<file path="src/rtl/bme_pkg.sv">
package bme_pkg;

  localparam int LEFT_MAX    = 16;
  localparam int RIGHT_MAX   = 16;
  localparam int LIDX_W      = $clog2(LEFT_MAX);
  localparam int RIDX_W      = $clog2(RIGHT_MAX);
  localparam int LCNT_W      = $clog2(LEFT_MAX + 1);
  localparam int RCNT_W      = $clog2(RIGHT_MAX + 1);
  localparam int STK_DEPTH   = RIGHT_MAX + 1;
  localparam int STK_IDX_W   = $clog2(STK_DEPTH);
  localparam int SP_W        = $clog2(STK_DEPTH + 1);
  localparam int REG_W       = 5;
  localparam int CFG_ADDR_W  = 1;
  localparam int ROW_VTX_W   = 4;
  localparam int ADJ_W       = 16;
  localparam int OUT_VTX_W   = 4;
  localparam int IN_DATA_W   = 24;
  localparam int OUT_DATA_W  = 8;

  localparam logic [CFG_ADDR_W-1:0] REG_LEFT_VERTICES  = 1'b0;
  localparam logic [CFG_ADDR_W-1:0] REG_RIGHT_VERTICES = 1'b1;

  localparam logic ACT_LOAD  = 1'b0;
  localparam logic ACT_SOLVE = 1'b1;

  typedef struct packed {
    logic load_row;
    logic start_solve;
    logic start_root;
    logic scan_step;
    logic wb_step;
    logic emit_beat;
    logic emit_fail;
  } bme_cmd_t;

  typedef struct packed {
    logic found;
    logic free;
    logic sp_one;
    logic wb_done;
    logic root_last;
    logic emit_last;
    logic out_free;
  } bme_sts_t;

endpackage

</file>
<file path="src/rtl/bipartite_matching_engine.sv">
// Kuhn augmenting-path bipartite matcher. A load beat (tuser 0) stores one
// adjacency row as it is accepted. A solve beat (tuser 1) clears the match
// table and, for each left vertex in order, runs a depth-first search on an
// explicit stack, one stack step per cycle (take the next unvisited neighbor,
// push its owner, or pop), then writes the found path back one frame per
// cycle. Each root takes a start step, one step per neighbor taken or frame
// popped, and one step per path frame written back. On success it sends one
// beat per left vertex with its right vertex, else one beat naming the first
// left vertex that could not be matched. Input is taken only when the engine
// is idle; the last output beat may still wait in the output register.
module bipartite_matching_engine import bme_pkg::*; (
  input  logic                  clk,
  input  logic                  rst_n,
  input  logic                  in_tvalid,
  output logic                  in_tready,
  input  logic [IN_DATA_W-1:0]  in_tdata,   // row_vertex[3:0], adjacency_row[19:4], zero pad
  input  logic                  in_tuser,   // action[0]
  output logic                  out_tvalid,
  input  logic                  out_tready,
  output logic [OUT_DATA_W-1:0] out_tdata,  // left_vertex[3:0], right_vertex[7:4]
  output logic                  out_tuser,  // matched[0]
  output logic                  out_tlast,
  input  logic                  cfg_we,
  input  logic [CFG_ADDR_W-1:0] cfg_addr,
  input  logic [REG_W-1:0]      cfg_wdata
);

  bme_cmd_t             cmd;
  bme_sts_t             sts;
  logic [OUT_VTX_W-1:0] out_left;
  logic [OUT_VTX_W-1:0] out_right;

  bme_ctrl u_ctrl (
    .clk       (clk),
    .rst_n     (rst_n),
    .in_tvalid (in_tvalid),
    .in_action (in_tuser),
    .in_tready (in_tready),
    .sts       (sts),
    .cmd       (cmd)
  );

  bme_dp u_dp (
    .clk           (clk),
    .rst_n         (rst_n),
    .cmd           (cmd),
    .sts           (sts),
    .cfg_we        (cfg_we),
    .cfg_addr      (cfg_addr),
    .cfg_wdata     (cfg_wdata),
    .row_vertex    (in_tdata[ROW_VTX_W-1:0]),
    .adjacency_row (in_tdata[ROW_VTX_W+ADJ_W-1:ROW_VTX_W]),
    .out_tready    (out_tready),
    .out_valid     (out_tvalid),
    .out_matched   (out_tuser),
    .out_left      (out_left),
    .out_right     (out_right),
    .out_last      (out_tlast)
  );

  assign out_tdata = {out_right, out_left};

endmodule

</file>
<file path="src/rtl/bme_ctrl.sv">
module bme_ctrl import bme_pkg::*; (
  input  logic     clk,
  input  logic     rst_n,
  input  logic     in_tvalid,
  input  logic     in_action,
  output logic     in_tready,
  input  bme_sts_t sts,
  output bme_cmd_t cmd
);

  localparam logic [2:0] S_IDLE = 3'd0;
  localparam logic [2:0] S_ROOT = 3'd1;
  localparam logic [2:0] S_SCAN = 3'd2;
  localparam logic [2:0] S_WB   = 3'd3;
  localparam logic [2:0] S_EMIT = 3'd4;
  localparam logic [2:0] S_FAIL = 3'd5;

  logic [2:0] state_r;
  logic [2:0] state_nxt;

  assign in_tready = (state_r == S_IDLE);

  always_comb begin
    state_nxt = state_r;
    cmd       = '0;
    case (state_r)
      S_IDLE: begin
        if (in_tvalid) begin
          if (in_action == ACT_SOLVE) begin
            cmd.start_solve = 1'b1;
            state_nxt       = S_ROOT;
          end else begin
            cmd.load_row = 1'b1;
          end
        end
      end
      S_ROOT: begin
        cmd.start_root = 1'b1;
        state_nxt      = S_SCAN;
      end
      S_SCAN: begin
        cmd.scan_step = 1'b1;
        if (sts.found) begin
          if (sts.free) state_nxt = S_WB;
        end else if (sts.sp_one) begin
          state_nxt = S_FAIL;
        end
      end
      S_WB: begin
        cmd.wb_step = 1'b1;
        if (sts.wb_done) state_nxt = sts.root_last ? S_EMIT : S_ROOT;
      end
      S_EMIT: begin
        if (sts.out_free) begin
          cmd.emit_beat = 1'b1;
          if (sts.emit_last) state_nxt = S_IDLE;
        end
      end
      S_FAIL: begin
        if (sts.out_free) begin
          cmd.emit_fail = 1'b1;
          state_nxt     = S_IDLE;
        end
      end
      default: state_nxt = S_IDLE;
    endcase
  end

  always_ff @(posedge clk) begin
    if (!rst_n) state_r <= S_IDLE;
    else        state_r <= state_nxt;
  end

endmodule

</file>
<file path="src/rtl/bme_dp.sv">
module bme_dp import bme_pkg::*; (
  input  logic                  clk,
  input  logic                  rst_n,
  input  bme_cmd_t              cmd,
  output bme_sts_t              sts,
  input  logic                  cfg_we,
  input  logic [CFG_ADDR_W-1:0] cfg_addr,
  input  logic [REG_W-1:0]      cfg_wdata,
  input  logic [ROW_VTX_W-1:0]  row_vertex,
  input  logic [ADJ_W-1:0]      adjacency_row,
  input  logic                  out_tready,
  output logic                  out_valid,
  output logic                  out_matched,
  output logic [OUT_VTX_W-1:0]  out_left,
  output logic [OUT_VTX_W-1:0]  out_right,
  output logic                  out_last
);

  logic [REG_W-1:0]     cfg_left_r;
  logic [REG_W-1:0]     cfg_right_r;
  logic [LCNT_W-1:0]    lc_r;
  logic [RCNT_W-1:0]    rc_r;
  logic [RIGHT_MAX-1:0] adj_r [LEFT_MAX];
  logic [LIDX_W-1:0]    own_u_r [RIGHT_MAX];
  logic [RIGHT_MAX-1:0] own_vld_r;
  logic [RIDX_W-1:0]    asg_r [LEFT_MAX];
  logic [RIGHT_MAX-1:0] visited_r;
  logic [LIDX_W-1:0]    stk_u_r [STK_DEPTH];
  logic [RIDX_W-1:0]    stk_cur_r [STK_DEPTH];
  logic [RCNT_W-1:0]    stk_next_r [STK_DEPTH];
  logic [SP_W-1:0]      sp_r;
  logic [STK_IDX_W-1:0] wb_i_r;
  logic [LIDX_W-1:0]    root_r;
  logic [LIDX_W-1:0]    emit_i_r;
  logic                 out_vld_r;
  logic                 out_matched_r;
  logic [OUT_VTX_W-1:0] out_left_r;
  logic [OUT_VTX_W-1:0] out_right_r;
  logic                 out_last_r;

  logic [STK_IDX_W-1:0] top_idx;
  logic [LIDX_W-1:0]    top_u;
  logic [RCNT_W-1:0]    top_next;
  logic [RIGHT_MAX-1:0] row;
  logic [RIGHT_MAX-1:0] cand;
  logic [RIDX_W-1:0]    v_sel;
  logic                 found;
  logic [LIDX_W-1:0]    wb_u;
  logic [RIDX_W-1:0]    wb_v;
  logic                 emit_last;
  logic                 root_last;
  logic                 wb_done;
  logic [LCNT_W-1:0]    lc_eff;
  logic [RCNT_W-1:0]    rc_eff;

  assign top_idx  = STK_IDX_W'(sp_r - SP_W'(1));
  assign top_u    = stk_u_r[top_idx];
  assign top_next = stk_next_r[top_idx];
  assign row      = adj_r[top_u];

  always_comb begin
    for (int v = 0; v < RIGHT_MAX; v++) begin
      cand[v] = row[v] & ~visited_r[v] & (RCNT_W'(v) < rc_r) & (RCNT_W'(v) >= top_next);
    end
    v_sel = '0;
    for (int v = RIGHT_MAX - 1; v >= 0; v--) begin
      if (cand[v]) v_sel = RIDX_W'(v);
    end
  end

  assign found     = |cand;
  assign wb_u      = stk_u_r[wb_i_r];
  assign wb_v      = stk_cur_r[wb_i_r];
  assign wb_done   = (SP_W'(wb_i_r) + SP_W'(1)) == sp_r;
  assign root_last = (LCNT_W'(root_r) + LCNT_W'(1)) == lc_r;
  assign emit_last = (LCNT_W'(emit_i_r) + LCNT_W'(1)) == lc_r;

  assign lc_eff = (cfg_left_r == '0) ? LCNT_W'(1) :
                  (32'(cfg_left_r) > LEFT_MAX) ? LCNT_W'(LEFT_MAX) : LCNT_W'(cfg_left_r);
  assign rc_eff = (cfg_right_r == '0) ? RCNT_W'(1) :
                  (32'(cfg_right_r) > RIGHT_MAX) ? RCNT_W'(RIGHT_MAX) : RCNT_W'(cfg_right_r);

  assign sts.found     = found;
  assign sts.free      = ~own_vld_r[v_sel];
  assign sts.sp_one    = (sp_r == SP_W'(1));
  assign sts.wb_done   = wb_done;
  assign sts.root_last = root_last;
  assign sts.emit_last = emit_last;
  assign sts.out_free  = ~out_vld_r | out_tready;

  always_ff @(posedge clk) begin
    if (!rst_n) begin
      cfg_left_r  <= REG_W'(1);
      cfg_right_r <= REG_W'(1);
    end else if (cfg_we) begin
      case (cfg_addr)
        REG_LEFT_VERTICES:  cfg_left_r  <= cfg_wdata;
        REG_RIGHT_VERTICES: cfg_right_r <= cfg_wdata;
        default: ;
      endcase
    end
  end

  always_ff @(posedge clk) begin
    if (cmd.load_row && (32'(row_vertex) < LEFT_MAX)) begin
      adj_r[LIDX_W'(row_vertex)] <= RIGHT_MAX'(adjacency_row);
    end
  end

  always_ff @(posedge clk) begin
    if (!rst_n) begin
      own_vld_r <= '0;
      visited_r <= '0;
      sp_r      <= '0;
      lc_r      <= LCNT_W'(1);
      rc_r      <= RCNT_W'(1);
      root_r    <= '0;
      emit_i_r  <= '0;
      wb_i_r    <= '0;
    end else begin
      if (cmd.start_solve) begin
        own_vld_r <= '0;
        lc_r      <= lc_eff;
        rc_r      <= rc_eff;
        root_r    <= '0;
        emit_i_r  <= '0;
      end
      if (cmd.start_root) begin
        visited_r           <= '0;
        sp_r                <= SP_W'(1);
        stk_u_r[0]          <= root_r;
        stk_cur_r[0]        <= '0;
        stk_next_r[0]       <= '0;
      end
      if (cmd.scan_step) begin
        if (found) begin
          visited_r[v_sel]    <= 1'b1;
          stk_cur_r[top_idx]  <= v_sel;
          stk_next_r[top_idx] <= RCNT_W'(v_sel) + RCNT_W'(1);
          if (own_vld_r[v_sel]) begin
            stk_u_r[STK_IDX_W'(sp_r)]    <= own_u_r[v_sel];
            stk_cur_r[STK_IDX_W'(sp_r)]  <= '0;
            stk_next_r[STK_IDX_W'(sp_r)] <= '0;
            sp_r                         <= sp_r + SP_W'(1);
          end else begin
            wb_i_r <= '0;
          end
        end else begin
          sp_r <= sp_r - SP_W'(1);
        end
      end
      if (cmd.wb_step) begin
        own_u_r[wb_v]   <= wb_u;
        own_vld_r[wb_v] <= 1'b1;
        asg_r[wb_u]     <= wb_v;
        wb_i_r          <= wb_i_r + STK_IDX_W'(1);
        if (wb_done && !root_last) root_r <= root_r + LIDX_W'(1);
      end
      if (cmd.emit_beat) emit_i_r <= emit_i_r + LIDX_W'(1);
    end
  end

  always_ff @(posedge clk) begin
    if (!rst_n) begin
      out_vld_r <= 1'b0;
    end else if (cmd.emit_beat || cmd.emit_fail) begin
      out_vld_r <= 1'b1;
    end else if (out_tready) begin
      out_vld_r <= 1'b0;
    end
  end

  always_ff @(posedge clk) begin
    if (cmd.emit_beat) begin
      out_matched_r <= 1'b1;
      out_left_r    <= OUT_VTX_W'(emit_i_r);
      out_right_r   <= OUT_VTX_W'(asg_r[emit_i_r]);
      out_last_r    <= emit_last;
    end else if (cmd.emit_fail) begin
      out_matched_r <= 1'b0;
      out_left_r    <= OUT_VTX_W'(root_r);
      out_right_r   <= '0;
      out_last_r    <= 1'b1;
    end
  end

  assign out_valid   = out_vld_r;
  assign out_matched = out_matched_r;
  assign out_left    = out_left_r;
  assign out_right   = out_right_r;
  assign out_last    = out_last_r;

endmodule

</file>
<file path="config.mk">
export PLATFORM = sky130hd
export DESIGN_NAME = bipartite_matching_engine
export DESIGN_NICKNAME = d
export VERILOG_FILES = /design/src/rtl/bme_pkg.sv /design/src/rtl/bipartite_matching_engine.sv /design/src/rtl/bme_ctrl.sv /design/src/rtl/bme_dp.sv
export SDC_FILE = /design/constraint.sdc
export NUM_CORES = 1
export LEC_CHECK = 0
export CORE_ASPECT_RATIO = 1.2
export CORE_MARGIN = 5
export CORE_UTILIZATION = 45
export DETAILED_ROUTE_END_ITERATION = 10
export DONT_BUFFER_PORTS = 1
export GPL_TIMING_DRIVEN = 0
export PLACE_DENSITY_LB_ADDON = 0.15
export REMOVE_ABC_BUFFERS = 1
export SLEW_MARGIN = 20
export SYNTH_ARGS = -nofsm -noshare
export SYNTH_HDL_FRONTEND = slang
export SYNTH_SLANG_ARGS = --single-unit
export TNS_END_PERCENT = 30
</file>
<file path="constraint.sdc">
create_clock -name clk -period 9.15 [get_ports clk]
set_clock_uncertainty 0.1 [all_clocks]
set_input_delay 0.915 -clock clk [delete_from_list [all_inputs] [get_ports clk]]
set_output_delay 0.915 -clock clk [all_outputs]
set_load 0.03 [all_outputs]
</file>
==> flow_summary_export.csv <==
group,metric,value,unit
worst_setup_path,rrSetupSlack,0.32,ns
grt,overflow,0,
layout,final_layout_size_suffix_gt1_share,16.71,%
place,hpwl,57160,µm
logic_synthesis,netlist_area,30770,µm²
floorplanning,core_area,68050,µm²
logic_synthesis,synth_enable_flop_cells,461,
power_and_ir_drop,cellInternalPower,6956,µW
detailed_routing,drt_first_pass_iters,6,
logic_synthesis,synth.distinct_cells,98,
place,postPlaceCellArea,32250,µm²
sta,finalWorstSetupSlack,0.3207,ns
worst_setup_path,crit_buf_inv,4,
logic_synthesis,synth_ff_type,"edfxtp_1",
worst_setup_path,crit_end,"u_dp.stk_u_r[7][1]$_DFFE_PP_",
sta,max_freq,113.3,MHz
clock_tree,clock_sinks,698,
logic_synthesis,synth_cells,2401,
detailed_routing,ant_nets,0,
sta,report.final.slew_viol_count,0,
clock_tree,cts.path.max_buffers,3,
sta,relSlewSlack,25.02,%
power_and_ir_drop,switching_share,39.09,%
clock_tree,hold_buffers,0,
worst_setup_path,path_class,"reg2reg",
detailed_routing,drcViolationCount,0,
power_and_ir_drop,vdd_ir_drop_max,0.0002725,V
logic_synthesis,ys_ff_latch,698,
clock_tree,clock_latency,0.61,ns
worst_setup_path,crit_start,"u_dp.sp_r[0]$_SDFF_PN0_",
worst_setup_path,reg2regPathDepth,19,
clock_tree,cts_root_buffer,"clkbuf_16",
logic_synthesis,synth-async-reset-ratio,0,%
layout,final_nets,2437,
power_and_ir_drop,power_frac_seq,31.1,%
worst_setup_path,slowest_stage,"o221a_2",
detailed_routing,wl_per_cell,25.28,µm
logic_synthesis,synth_warnings,0,
place,dpl_worst_slack,-1.184,ns
grt,grt_start_max_net_pins,45,
clock_tree,clk_pin_slew,0.06,ns
outcome,status,"completed",
sta,timing.final.crit_share,96.49,%
grt,grt_util_met2,39.15,%
clock_tree,htreeDepth,3,
worst_setup_path,critical_path_cell_count,19,
sta,post-route-min-period,8.829,ns
grt,gr-usage-met1,28.79,%
worst_setup_path,cp_slowest_stage_delay,0.83,ns
grt,antenna_found_initial,1,
floorplanning,rows,105,
power_and_ir_drop,cellLeakagePower,0.01233,µW
place,gp_congestion,0.8496,
sta,setup_viol,0,
detailed_routing,wirelength,84930,µm
grt,grt_use_met3,4.092,%
sta,tightest_slew,1.115,ns
grt,first_global_vias,20250,
place,placedCellCount,3209,
floorplanning,die_x,248.7,µm
worst_setup_path,crit_family,"simple AND/OR/NAND/NOR gates",
worst_setup_path,worstReg2RegEnd,"u_dp.stk_u_r[7][1]$_DFFE_PP_",
worst_setup_path,reg2reg_from,"u_dp.sp_r[0]$_SDFF_PN0_",
sta,hold_viol,0,
worst_setup_path,crit_path_end_kind,"flip-flop",
worst_setup_path,cp.arrival,8.97,ns
detailed_routing,drt-initial-drc-count,1809,
worst_setup_path,critPathMaxFanout,32,
grt,grt_pass1_wl,127900,µm
floorplanning,ios,48,
power_and_ir_drop,p_per_area,327.6,nW/µm²
floorplanning,start_util,45.21,%
place,place.port_buffers,0,
layout,syn2layout_area_growth,13.31,%
logic_synthesis,ys_seq_area_share,60.41,%
worst_setup_path,start_kind,"flip-flop",
power_and_ir_drop,power_frac_comb,43.1,%
layout,design_area,34860,µm²
power_and_ir_drop,power.share.clock,25.7,%
clock_tree,cts_tree,"yes",
worst_setup_path,path_cells,"buf_16 > clkinvlp_4 > ha_4 > buf_12 > mux4_2 > mux2i_1 > o221a_2 > nand2_1 > or3_1 > o22ai_1 > o311ai_1 > nand4b_1 > or4_1 > nor3b_4 > buf_6 > and2_2 > nand4_4 > or4_4 > nor2_1",
power_and_ir_drop,switchingPower,4464,µW
detailed_routing,num_vias,20110,
detailed_routing,via_per_inst,5.988,
logic_synthesis,avgSynthCellArea,12.81,µm²
flow_run,cap_violations,0,
grt,busiest_layer,"met2",
floorplanning,chipHeight,296.4,µm
worst_setup_path,worstPathRequired,9.29,ns
clock_tree,numCtsBuffers,72,
grt,track_usage,22.59,%
min_path,hold_class,"in2reg",
layout,instances_no_fill,3359,
floorplanning,dieArea,73720,µm²
-- through the flow --
step	hold WS, ns	power [µW]	utilization [%]	TNS (ns)
6_report	0.2784	11420	51.23	0
5_1_grt	0.2692	11920	51.22	-0.06457
4_1_cts	0.2528	11380	51.04	0
3_5_place_dp	0.3382	8388	47.39	-202.70
3_3_place_gp	0.3284	7830	45.84	-4237.32
2_1_floorplan	0.3208	6473	-	-1516.72
-- worst reg2reg max path, stage by stage (launching register included) --
cell        delay, ns
dfxtp_4          0.62
buf_16           0.30
clkinvlp_4       0.27
ha_4             0.49
buf_12           0.28
mux4_2           0.40
mux2i_1          0.51
o221a_2          0.83
nand2_1          0.46
or3_1            0.47
o22ai_1          0.20
o311ai_1         0.17
nand4b_1         0.30
or4_1            0.46
nor3b_4          0.45
buf_6            0.25
and2_2           0.42
nand4_4          0.47
or4_4            0.62
nor2_1           0.40
-- kinds of logic (layout without fill, tap and decap cells) --
logic type | after synthesis | in the layout | share of synthesized area (%)
DFF | 698 | 698 | 60.41
adders and majority gates | 12 | 12 | 0.4880
muxes | 344 | 344 | 14.98
and+or+nand+nor | 787 | 788 | 12.39
buffers and inverters | 182 | 228 | 2.664
other | 0 | 2 | 0
xor gates and xnor gates | 25 | 25 | 0.7116
AOI/OAI and AO/OA | 353 | 353 | 8.357
-- layout by cell type (no fill, tap or decap), types with 12 or more instances in the layout --
cell type	instances
dfxtp_1	232
a31oi_1	26
nor2_2	12
nand4_1	27
a21oi_1	69
and2_1	16
edfxtp_1	461
inv_1	25
nor3_2	16
nor3_1	24
a21o_1	18
buf_8	14
mux2_2	21
xnor2_1	12
nor2_1	248
nor2_4	14
mux4_2	91
o31a_1	14
a211oi_1	49
nor3_4	12
o21ai_0	37
clkbuf_16	77
nand2_1	221
clkinv_1	15
clkinv_2	17
o22ai_1	14
and3_1	18
buf_6	12
nand3_1	73
nand2b_1	18
mux2i_1	232
nor2b_1	15
buf_4	23
-- worst min-delay path by stage --
stage / startpoint / to / slack, ns / depth (start not counted)
after global placement: u_dp.own_vld_r[4]$_SDFF_PN0_ / u_dp.own_vld_r[4]$_SDFF_PN0_ / 0.33 / 1
after floorplan: u_dp.own_vld_r[4]$_SDFF_PN0_ / u_dp.own_vld_r[4]$_SDFF_PN0_ / 0.32 / 1
after global routing: rst_n / u_dp.cfg_left_r[0]$_SDFFE_PN1P_ / 0.27 / 1
final: rst_n / u_dp.cfg_left_r[0]$_SDFFE_PN1P_ / 0.28 / 1
after CTS: rst_n / u_dp.cfg_left_r[0]$_SDFFE_PN1P_ / 0.25 / 1
after detailed placement: u_dp.own_vld_r[4]$_SDFF_PN0_ / u_dp.own_vld_r[4]$_SDFF_PN0_ / 0.34 / 1
-- metal layers --
metal / part of all wire (%) / wire length (µm)
met5: 0 / 0
met3: 6.6 / 5595
met2: 49 / 41960
met1: 41 / 34490
met4: 3.4 / 2880
-- Yosys cell counts, drive strengths merged (13+ instances only) --
cell	instances	area, µm²
o31a	14	122.6
inv	26	97.59
o22ai	15	100.1
a31oi	26	162.7
a211oi	51	387.9
nand2b	18	112.6
nor2b	15	93.84
nor3	52	404.1
mux2i	232	2322
nor2	274	1038
nor4	19	167.7
mux2	21	236.5
and2	17	106.4
buf	85	452.9
a21o	18	135.1
edfxtp	461	13840
nand4	29	202.7
xnor2	13	113.9
clkbuf	68	257.8
o21ai	42	210.2
nand2	221	829.6
dfxtp	237	4745
and3	18	112.6
a21oi	70	350.3
mux4	91	2049
nand3	74	370.4
-- power by group through the flow --
stage / Clock [µW] / Combinational [µW] / Sequential (µW)
4_1_cts: 2990 / 4840 / 3550
3_5_place_dp: 0 / 4770 / 3620
5_1_grt: 3120 / 5240 / 3570
2_1_floorplan: 0 / 2880 / 3590
6_report: 2940 / 4920 / 3560
3_3_place_gp: 0 / 4180 / 3650
-- layout make-up --
| cell class | count | area (µm²) |
|---|---|---|
| Tap cell | 909 | 1137 |
| Sequential cell | 698 | 18600 |
| Clock buffer | 89 | 2002 |
| Inverter | 29 | 113.9 |
| Antenna cell | 2 | 5.005 |
| Clock inverter | 44 | 356.6 |
| Multi-Input combinational cell | 1522 | 11770 |
| Timing Repair Buffer | 66 | 873.3 |
| Fill cell | 5944 | 33190 |
-- state kept, by name, summed over array words and instances, names as in the netlist, 4 cells and up, named ones only --
| signal | count |
|---|---|
| u_dp.rc_r | 5 |
| u_dp.stk_u_r | 68 |
| u_dp.root_r | 4 |
| u_dp.cfg_left_r | 5 |
| u_dp.wb_i_r | 5 |
| u_dp.adj_r | 256 |
| u_dp.stk_cur_r | 68 |
| u_dp.out_right | 4 |
| u_dp.cfg_right_r | 5 |
| u_dp.asg_r | 64 |
| u_dp.lc_r | 5 |
| u_dp.own_vld_r | 16 |
| u_dp.out_left | 4 |
| u_dp.visited_r | 16 |
| u_dp.sp_r | 5 |
| u_dp.own_u_r | 64 |
| u_dp.stk_next_r | 85 |
| u_dp.emit_i_r | 4 |
-- repair_timing --
item	in CTS	in global routing
cloned	1	0
endpoints found under the setup margin	304	286
pin swaps	3	2
setup buffers	4	10
gates resized for setup	13	6
Note: power is estimated with default switching activity, not from simulation.
